**src/hdl/adga_pkg.sv**
```systemverilog
package adga_pkg;

	localparam int SUBWINDOW_LEN_DEF = 48;
	localparam int SAMPLE_W = 28;
	localparam int THR_W = 28;
	localparam int COEFF_W = 32;
	localparam int CFG_W = 32;
	localparam int COUNT_W = 32;
	localparam int POWER_W = 63;
	localparam int STATE_WIDTH = 48;
	localparam int CHUNK = 24;
	localparam int HI_W = STATE_WIDTH - CHUNK;
	localparam int MUL_W = 33;
	localparam int PROD_W = 2 * MUL_W;
	localparam int ACC_W = 2 * STATE_WIDTH + 4;
	localparam int FRAC = 30;
	localparam int SQ_W = 2 * SAMPLE_W - 1;
	localparam int STEP_W = 5;
	localparam int IN_DATA_W = 32;
	localparam int OUT_DATA_W = 192;

	typedef enum logic [1:0] {
		CFG_CLICK_THR  = 2'd0,
		CFG_DROP_FLOOR = 2'd1,
		CFG_COEFF      = 2'd2
	} cfg_idx_t;

	// multiplier operand sources, H/L are the upper and lower chunks of a state word
	typedef enum logic [2:0] {
		SRC_X  = 3'd0,
		SRC_C  = 3'd1,
		SRC_FH = 3'd2,
		SRC_FL = 3'd3,
		SRC_SH = 3'd4,
		SRC_SL = 3'd5,
		SRC_MH = 3'd6,
		SRC_ML = 3'd7
	} src_t;

	typedef enum logic [1:0] {
		OP_NOP  = 2'd0,
		OP_LOAD = 2'd1,
		OP_ADD  = 2'd2,
		OP_SUB  = 2'd3
	} acc_op_t;

	typedef enum logic [1:0] {
		SH_0   = 2'd0,
		SH_ONE = 2'd1,
		SH_TWO = 2'd2
	} sh_t;

	typedef enum logic [1:0] {
		J_NEXT    = 2'd0,
		J_WAIT_IN = 2'd1,
		J_WEND    = 2'd2,
		J_GOTO    = 2'd3
	} jmp_t;

	typedef logic [STEP_W-1:0] step_t;

	localparam step_t U_IDLE    = 5'd0;
	localparam step_t U_SQ      = 5'd1;
	localparam step_t U_CFH     = 5'd2;
	localparam step_t U_CFL     = 5'd3;
	localparam step_t U_DRAIN   = 5'd4;
	localparam step_t U_UPD     = 5'd5;
	localparam step_t U_WFH     = 5'd6;
	localparam step_t U_WFL     = 5'd7;
	localparam step_t U_WDRAIN  = 5'd8;
	localparam step_t U_S1HH    = 5'd9;
	localparam step_t U_S1HL    = 5'd10;
	localparam step_t U_S1LH    = 5'd11;
	localparam step_t U_S1LL    = 5'd12;
	localparam step_t U_S2HH    = 5'd13;
	localparam step_t U_S2HL    = 5'd14;
	localparam step_t U_S2LH    = 5'd15;
	localparam step_t U_S2LL    = 5'd16;
	localparam step_t U_MHH     = 5'd17;
	localparam step_t U_MHL     = 5'd18;
	localparam step_t U_MLH     = 5'd19;
	localparam step_t U_MLL     = 5'd20;
	localparam step_t U_FDRAIN  = 5'd21;
	localparam step_t U_REPORT  = 5'd22;

	// one control word; the accumulate op applies in the cycle after, when the registered product lands
	typedef struct packed {
		src_t    a;
		src_t    b;
		acc_op_t op;
		sh_t     sh;
		logic    psum;
		logic    gupd;
		logic    msave;
		logic    out_sample;
		logic    out_window;
		jmp_t    jmp;
		step_t   target;
	} uword_t;

	function automatic uword_t mul_word(src_t a, src_t b, acc_op_t op, sh_t sh);
		uword_t w;
		w = '0;
		w.a = a;
		w.b = b;
		w.op = op;
		w.sh = sh;
		return w;
	endfunction

	function automatic uword_t ucode(step_t s);
		uword_t w;
		w = '0;
		case (s)
			U_IDLE: begin
				w.jmp = J_WAIT_IN;
			end
			U_SQ:     w = mul_word(SRC_X, SRC_X, OP_LOAD, SH_0);
			U_CFH:    w = mul_word(SRC_C, SRC_FH, OP_LOAD, SH_ONE);
			U_CFL: begin
				w = mul_word(SRC_C, SRC_FL, OP_ADD, SH_0);
				w.psum = 1'b1;
			end
			U_DRAIN:  w = '0;
			U_UPD: begin
				w.gupd = 1'b1;
				w.out_sample = 1'b1;
				w.jmp = J_WEND;
				w.target = U_IDLE;
			end
			U_WFH:    w = mul_word(SRC_C, SRC_FH, OP_LOAD, SH_ONE);
			U_WFL:    w = mul_word(SRC_C, SRC_FL, OP_ADD, SH_0);
			U_WDRAIN: w = '0;
			U_S1HH: begin
				w = mul_word(SRC_FH, SRC_FH, OP_LOAD, SH_TWO);
				w.msave = 1'b1;
			end
			U_S1HL:   w = mul_word(SRC_FH, SRC_FL, OP_ADD, SH_ONE);
			U_S1LH:   w = mul_word(SRC_FL, SRC_FH, OP_ADD, SH_ONE);
			U_S1LL:   w = mul_word(SRC_FL, SRC_FL, OP_ADD, SH_0);
			U_S2HH:   w = mul_word(SRC_SH, SRC_SH, OP_ADD, SH_TWO);
			U_S2HL:   w = mul_word(SRC_SH, SRC_SL, OP_ADD, SH_ONE);
			U_S2LH:   w = mul_word(SRC_SL, SRC_SH, OP_ADD, SH_ONE);
			U_S2LL:   w = mul_word(SRC_SL, SRC_SL, OP_ADD, SH_0);
			U_MHH:    w = mul_word(SRC_SH, SRC_MH, OP_SUB, SH_TWO);
			U_MHL:    w = mul_word(SRC_SH, SRC_ML, OP_SUB, SH_ONE);
			U_MLH:    w = mul_word(SRC_SL, SRC_MH, OP_SUB, SH_ONE);
			U_MLL:    w = mul_word(SRC_SL, SRC_ML, OP_SUB, SH_0);
			U_FDRAIN: w = '0;
			U_REPORT: begin
				w.out_window = 1'b1;
				w.jmp = J_GOTO;
				w.target = U_IDLE;
			end
			default: begin
				w.jmp = J_GOTO;
				w.target = U_IDLE;
			end
		endcase
		return w;
	endfunction

	// clamp a wide signed value into the signed state range
	function automatic logic signed [STATE_WIDTH-1:0] sat_state(logic signed [ACC_W-1:0] v);
		logic [ACC_W-STATE_WIDTH:0] upper;
		logic signed [STATE_WIDTH-1:0] r;
		upper = v[ACC_W-1:STATE_WIDTH-1];
		if ((&upper) || !(|upper))
			r = v[STATE_WIDTH-1:0];
		else if (v[ACC_W-1])
			r = {1'b1, {(STATE_WIDTH-1){1'b0}}};
		else
			r = {1'b0, {(STATE_WIDTH-1){1'b1}}};
		return r;
	endfunction

endpackage

```
**src/hdl/adga_seq.sv**
```systemverilog
module adga_seq (
	input  logic             clk,
	input  logic             arst_n,
	input  logic             in_fire,
	input  logic             window_end,
	input  logic             out_busy,
	output adga_pkg::uword_t ctl,
	output logic             adv
);
	import adga_pkg::*;

	step_t step_q;
	logic  emit;

	assign ctl = ucode(step_q);
	assign emit = ctl.out_window | (ctl.out_sample & ~window_end);

	// a step that loads the result register holds while the previous beat is unclaimed
	always_comb begin
		case (ctl.jmp)
			J_WAIT_IN: adv = in_fire;
			default:   adv = ~(emit & out_busy);
		endcase
	end

	always_ff @(posedge clk or negedge arst_n) begin
		if (!arst_n) begin
			step_q <= U_IDLE;
		end else if (adv) begin
			case (ctl.jmp)
				J_WEND:  step_q <= window_end ? step_q + step_t'(1) : ctl.target;
				J_GOTO:  step_q <= ctl.target;
				default: step_q <= step_q + step_t'(1);
			endcase
		end
	end

endmodule

```
**config.mk**
```make
export PLATFORM = sky130hd
export DESIGN_NAME = adga_seq
export DESIGN_NICKNAME = d
export VERILOG_FILES = /design/src/hdl/adga_pkg.sv /design/src/hdl/adga_seq.sv
export SDC_FILE = /design/constraint.sdc
export NUM_CORES = 1
export LEC_CHECK = 0
export BUFFER_PORTS_ARGS = -buffer_cell sky130_fd_sc_hd__buf_2
export CAP_MARGIN = 40
export CORE_MARGIN = 5
export CORE_UTILIZATION = 50
export CTS_CLUSTER_SIZE = 20
export DETAILED_ROUTE_END_ITERATION = 10
export GPL_ROUTABILITY_DRIVEN = 0
export MAX_ROUTING_LAYER = met4
export PLACE_DENSITY_LB_ADDON = 0.08
export SLEW_MARGIN = 25
export SYNTH_ARGS = -nofsm -noshare
export SYNTH_HDL_FRONTEND = slang
export SYNTH_SLANG_ARGS = --single-unit
```
**constraint.sdc**
```tcl
create_clock -name clk -period 2.9 [get_ports clk]
set_input_delay 0.725 -clock clk [delete_from_list [all_inputs] [get_ports clk]]
set_output_delay 0.725 -clock clk [all_outputs]
set_load 0.01 [all_outputs]
```
### Word level (Yosys, flattened, before mapping)

Index checks and enable logic that the tools add are counted.

* output and inout port bits: 23
* register bits after elaboration: 5
* bits of input ports: 5

* $add $sub $neg: 1
* eq/ne operators: 25
* multiplexer cells: 8
* bitwise gates (word level): 5
* reduce and logical (&&, ||, !) cells: 3

Operator list (count)
* 11-bit one-hot mux with 16 select lines: 1
* 5-bit by 4-bit == test with 1-bit output, second input constant: 8
* 5-bit == test, second input constant: 7
* 5-bit by 3-bit == test with 1-bit output, second input constant: 4
* 20-bit OR reduction: 1
* 5-bit by 2-bit == test with 1-bit output, second input constant: 2
* 5-bit one-hot mux with 2 select lines: 1
* 2-bit one-hot mux with 3 select lines: 1
* 5-bit by 1-bit adder with 5-bit output, second input constant: 1
* 5-bit by 1-bit == test with 1-bit output, second input constant: 1
* 5-bit logical NOT: 1
* 5-bit 2-to-1 mux: 1
* 2-bit == test, second input constant: 2
* 1-bit 2-to-1 mux: 4
* 1-bit AND: 2
* 2-bit by 1-bit == test with 1-bit output, second input constant: 1
* 1-bit inverter: 2
* 2-bit OR reduction: 1
* 1-bit bitwise OR: 1

### Depth between registers and ports, before layout

Gate-level depths: netlist of run 1.

* depth in word-level cells: 7
* depth in mapped cells: 8
* depth with buffers taken out: 7

### Worst setup path before layout of run 1

Ideal clock, no wire load.

* path kind: register to output
* start point: register step_q[0]
* end point: output port ctl[6] (netlist name)
* arrival: 1.866 ns
* cell stages (with the launch flop): 9
* data required time: 2.175 ns
* buffers on the path: 1
* setup slack: 0.309 ns
* path through: dfrtp_1 inv_1 ha_1 buf_6 or3_4 a41oi_2 o221ai_2 nor2_1 o21ba_2

RTL lines
* start: declaration: RTL line adga_seq.sv:12 `step_t step_q;`
* start signal: assignment: RTL line adga_seq.sv:31 `J_WEND: step_q <= window_end ? step_q + step_t'(1) : ctl.target;`
* start signal: assignment: RTL line adga_seq.sv:32 `J_GOTO: step_q <= ctl.target;`
* start signal: assignment: RTL line adga_seq.sv:33 `default: step_q <= step_q + step_t'(1);`
* end: declaration: RTL line adga_seq.sv:7 `output adga_pkg::uword_t ctl,`

==> reports/results.tsv, run 1 <==
metric	value	unit
initial drt markers	17	
synth top area cells	dfrtp_1 14%, ha_1 7.2%, a21oi_1 6.9%	
Max-Cap Viols	0	
cell count after synthesis	117	
VDD IR max	833	uV
Tcrit/Tclk final	96.6	%
vias in the first global route	841	
Top reg by flops	step_q	
WL per Instance	14.1	um
core area	1690	um2
grt total ovfl	0	
area grow syn2layout	34.4	%
Max Slew Vio Count	0	
Least-Margin Pin Slew	0.548	ns
pwr/cell area	1260	nW/um2
cell mode on critical path	buf_4	
Max Clock Skew	0.000555	ns
DR vias	920	
sequential cell area fraction in the yosys report	14.4	%
Netlist Area Pre-Place	870	um2
port bufs	22	
fin area	1170	um2
endpoints failing setup	0	
fmax	357	MHz
clock sinks	5	
Clk pin slew, worst setup/hold paths	0.04	ns
cell chain of the critical path	inv_4, ha_4, or3_4, mux2i_4, buf_4, buf_4, buf_4, o22ai_1, buf_2	
type of the worst min-delay path	in2async	
Post-route DRC	0	
EDFF count, synth	0	
leak pwr	0.518	nW
final WL	2320	um
latest clock arrival within the worst-skew pair	0.23	ns
post-synthesis cell type count	41	
Ant. Diodes	0	
clk root buf	clkbuf_4	
post-layout min period	2.80	ns
Crit-path slowest cell	dfrtp_2	
post-synthesis async set-or-reset flop share	100	%
WP data required	2.17	ns
layout cell share with drive strength beyond 1	41.5	%
largest net degree at the start of global routing	22	
Rel. slew slack	63.5	%
gr usage total	18.1	%
Critical Path End Type	output port	
final hold violation count	0	
top_reg_cell synth	dfrtp_1	
R2R Setup Slk	0.78	ns
syn avg cell area	7.43	um2
Yosys top cell by area	dfrtp_1	
cts hold-fix bufs	0	
starting density of the core	51.5	%
CTS Buffer Depth	2	
max FFs per register	5	
Fill cells	143	
CTS tree	built	
Initial DRT Pass Iterations	4	
Die Ht	51.7	um
biggest regs	step_q x5	
Horiz. Die Dim	51.7	um
synthesis-stage register bit count	5	
cts bufs inserted	3	
Placed Area	971	um2
antenna violations before repair	0	
critical path startpoint category	flop	
Synth top area share	14.4	%
Max FO, Critical Path	4	
global-route wire length before repair	3610	um
Row Count	15	
Crit path largest cell delay	0.43	ns
data arrival time of the worst path	2.08	ns
die footprint	2670	um2
Post-DRT Antenna Nets	0	
via/cell ratio	5.61	
# nets final	158	
H-tree Lvls	1	
Yosys warning count	0	
final setup TNS	0	ns
Crit Path Class	reg2out	
synth cell count leaders	12 x a21oi_1, 12 x nor2_1, 8 x buf_4, 8 x nand2b_1, 7 x inv_1	
I/O pin total	28	
DP HPWL	1690	um
status	complete, no violations	
-- layout by cell type (no fill, tap or decap), drive strengths merged --
cell	n
o221ai	4
or3	1
o22ai	3
buf	37
inv	7
o22a	1
or2	1
a211oi	1
o311a	1
and2	2
dfrtp	5
a22oi	1
and3	2
nor2b	4
nand3	2
o21ai	6
mux2i	1
a21oi	12
or3b	1
o21bai	1
a41oi	1
o211ai	1
nor3	2
nor3b	1
nor4b	2
nor2	12
conb	5
o32a	1
clkbuf	4
ha	5
o32ai	1
o21ba	1
nor4bb	1
nand2	6
nand2b	8
mux2	1
nand3b	2
-- what timing repair did --
action	4_1_cts	5_1_grt
setup endpoints to repair	4	4
resized for setup	6	16
gates cloned	0	0
buffers inserted	2	6
pin swaps	1	5
-- worst paths after layout --
path	from	end	cells past startpoint
setup / recovery	step_q[0]	ctl[17]	9
hold / removal	arst_n	step_q[2]	1
setup reg to reg	step_q[0]	step_q[4]	8
hold reg to reg	step_q[1]	step_q[1]	2
max in group asynchronous	arst_n	step_q[0]	1
min in group clk	step_q[1]	step_q[1]	2
-- metal layers --
| metal | up-vias | wire length (um) | track usage, % |
|---|---|---|---|
| met1 | 431 | 1020 | 20.5 |
| met3 | 0 | 52 | 1.72 |
| met2 | 17 | 1240 | 32.8 |
| met5 | - | 0 | - |
| li1 | 472 | - | - |
| met4 | 0 | 0 | 6.55 |
-- stage by stage --
stage	worst slack [ns]	hold slack (ns)	instances	utilization (%)	total power, mW
final	0.0990	0.292	164	69.2	1.48
after global routing	-0.0147	0.267	164	69.2	1.61
after CTS	0.0112	0.284	158	62.1	1.23
after detailed placement	0.153	0.540	152	57.5	1.09
after global placement	0.199	0.540	152	57.5	1.09
after floorplan	0.309	0.429	121	-	0.836
-- final cells by class --
class | instances | area, um2 | area share [%]
Timing Repair Buffer | 37 | 233 | 19.9
Inverter | 7 | 28.8 | 2.46
Clock buffer | 4 | 26.3 | 2.25
Multi-Input combinational cell | 94 | 731 | 62.5
Tap cell | 17 | 21.3 | 1.82
Sequential cell | 5 | 129 | 11.0
-- critical path: cells and delay by family, from the launching register on --
| family | cells | cell delay (ns) |
|---|---|---|
| flip-flops | 1 | 0.43 |
| adder cells (fa/ha/maj) | 1 | 0.16 |
| AO/OA/AOI/OAI | 1 | 0.06 |
| multiplexers | 1 | 0.21 |
| AND/OR/NAND/NOR | 1 | 0.42 |
| buffers and inverters | 5 | 0.57 |
-- power breakdown --
group          switching [mW]  total (mW)  internal [mW]
combinational           0.612        1.23          0.618
clock                  0.0244      0.0762         0.0518
sequential             0.0690       0.168         0.0995
-- cells by family after synthesis --
family / after synthesis / synth area share [%]
AO/OA/AOI/OAI: 35 / 28.8
AND/OR/NAND/NOR: 47 / 31.1
adder cells (fa/ha/maj): 5 / 7.19
flip-flops: 5 / 14.4
multiplexers: 2 / 3.88
other: 1 / 0.431
buffers and inverters: 22 / 14.2
Note: power is estimated with default switching activity, not from simulation.
==> inputs of run 2 (changes only) <==
clock period = 3.1 ns   (was 2.9 ns; I/O delays follow)
==> reports/results.tsv, run 2 (synthesized netlist as in run 1, its figures left out) <==
metric	value	unit	change
status	complete, no violations		unchanged
starting density of the core	51.5	%	unchanged
CTS Buffer Depth	2		unchanged
latest clock arrival within the worst-skew pair	0.23	ns	about the same
WP data required	2.32	ns	was 2.17 ns
commonest non-fill, non-tap cell in the layout	buf_2		unchanged
final hold violation count	0		unchanged
Post-DRT Antenna Nets	0		unchanged
# nets final	150		was 158
biggest regs	step_q x5		unchanged
Fill cells	161		was 143
Initial DRT Pass Iterations	4		unchanged
Die Ht	51.7	um	unchanged
gr usage total	17.6	%	was 18.1%
cts bufs inserted	3		unchanged
Top reg by flops	step_q		unchanged
cell chain of the critical path	inv_1, ha_2, or3_4, a41oi_4, o221ai_4, nor2_4, o21ba_2, buf_2		was inv_4, ha_4, or3_4, mux2i_4, buf_4, buf_4, buf_4, o22ai_1, buf_2
cts hold-fix bufs	0		unchanged
sequential share of power	13.6	%	was 11.4%
grt total ovfl	0		unchanged
type of the worst min-delay path	in2async		unchanged
Tot Pwr	1.17	mW	was 1.48 mW
most frequent cells in the layout	22 x buf_2, 12 x a21oi_1, 11 x nor2_1		was 21 x buf_2, 14 x buf_4, 12 x a21oi_1
pwr/cell area	1110	nW/um2	was 1260 nW/um2
vias in the first global route	809		was 841
H-tree Lvls	1		unchanged
post-layout min period	3.04	ns	
CTS tree	built		unchanged
max FFs per register	5		unchanged
Post-route DRC	0		unchanged
Crit Path Class	reg2out		unchanged
via/cell ratio	5.84		was 5.61
WL per Instance	15.1	um	was 14.1 um
Clk pwr share	6.2	%	was 5.2%
largest net degree at the start of global routing	22		unchanged
critical path startpoint category	flop		unchanged
met3 WL	78	um	was 52 um
leak pwr	0.475	nW	was 0.518 nW
Least-Margin Pin Slew	0.546	ns	was 0.548 ns
port bufs	22		unchanged
initial drt markers	26		was 17
DR vias	911		was 920
endpoints failing setup	0		unchanged
area grow syn2layout	20.7	%	was 34.4%
layout cell share with drive strength beyond 1	35.3	%	was 41.5%
Critical Path End Type	output port		unchanged
Crit path largest cell delay	0.42	ns	was 0.43 ns
global-route wire length before repair	3530	um	was 3610 um
Net Sw Frac	51.8	%	was 47.8%
antenna violations before repair	0		unchanged
Ant. Diodes	0		unchanged
Max-Cap Viols	0		unchanged
Crit-path slowest cell	or3_4		was dfrtp_2
VDD IR max	553	uV	was 833 uV
P_int	0.562	mW	was 0.769 mW
DP HPWL	1720	um	was 1690 um
clock sinks	5		unchanged
Horiz. Die Dim	51.7	um	unchanged
fmax	329	MHz	
final WL	2350	um	was 2320 um
Hold Slack	0.343	ns	was 0.292 ns
Util after Layout	62.1	%	was 69.2%
Clk pin slew, worst setup/hold paths	0.04	ns	about the same
Max Slew Vio Count	0		unchanged
Psw	0.604	mW	was 0.706 mW
Row Count	15		unchanged
Worst Path Buf+Inv	2		was 5
core area	1690	um2	unchanged
Max FO, Critical Path	10		was 4
routed length on met2	1260	um	was 1240 um
top routing layer used	met3		unchanged
Max Clock Skew	0.00350	ns	was 0.000555 ns
PnR worst setup slack	0.0640	ns	was 0.0990 ns
I/O pin total	28		unchanged
combinational group share of total power	80.3	%	was 83.4%
die footprint	2670	um2	unchanged
Tcrit/Tclk final	97.9	%	
clk root buf	clkbuf_4		unchanged
Rel. slew slack	63.6	%	was 63.5%
post-placement setup slack	0.187	ns	was 0.153 ns
wl on met1	1020	um	about the same
data arrival time of the worst path	2.26	ns	was 2.08 ns
delay-heaviest family, CP	compound AO/OA/AOI/OAI gates		was buffers and inverters
-- run 2: layer usage --
layer  vias to the layer above  GRT usage [%]
met2                        21           31.8
met5                         -              -
met4                         0           6.11
met1                       442           20.3
li1                        448              -
met3                         0           1.72
-- run 2: what timing repair did --
item                                    in CTS  in global routing
endpoints found under the setup margin       2                  3
setup buffers                                0                  1
resized for setup                            1                 10
-- run 2: cell type report --
type                       instances  area, um2  area share [%]
clock buffer                       4       26.3            2.50
multi-input combinational         94        684            65.2
timing repair buffer              29        163            15.5
inverter                           7       26.3            2.50
sequential                         5        129            12.3
tap                               17       21.3            2.03
-- run 2: power by group through the flow --
stage	Clock (mW)	Sequential (mW)	Combinational, mW
after floorplan	0	0.111	0.671
after global placement	0	0.146	0.864
after detailed placement	0	0.147	0.866
after CTS	0.0752	0.146	0.872
after global routing	0.0806	0.163	1.03
final	0.0721	0.158	0.936
-- run 2: metrics by stage --
| step | area, um2 | setup TNS, ns | instances |
|---|---|---|---|
| floorplan | 885 | 0 | 121 |
| global placement | 963 | 0 | 151 |
| detailed placement | 963 | 0 | 151 |
| CTS | 992 | 0 | 155 |
| global route | 1050 | -0.0976 | 156 |
| finish | 1050 | 0 | 156 |
-- run 2: worst paths after layout --
| path | slack (ns) | cells after the start | from | to |
|---|---|---|---|---|
| worst max-delay path | 0.06 | 8 | step_q[0] | ctl[6] |
| min in group clk | 0.57 | 1 | step_q[0] | step_q[0] |
| worst min register to register | 0.57 | 1 | step_q[0] | step_q[0] |
| worst max register to register | 0.77 | 8 | step_q[0] | step_q[4] |
| worst min-delay path | 0.34 | 1 | arst_n | step_q[3] |
| max in group asynchronous | 2.61 | 1 | arst_n | step_q[0] |
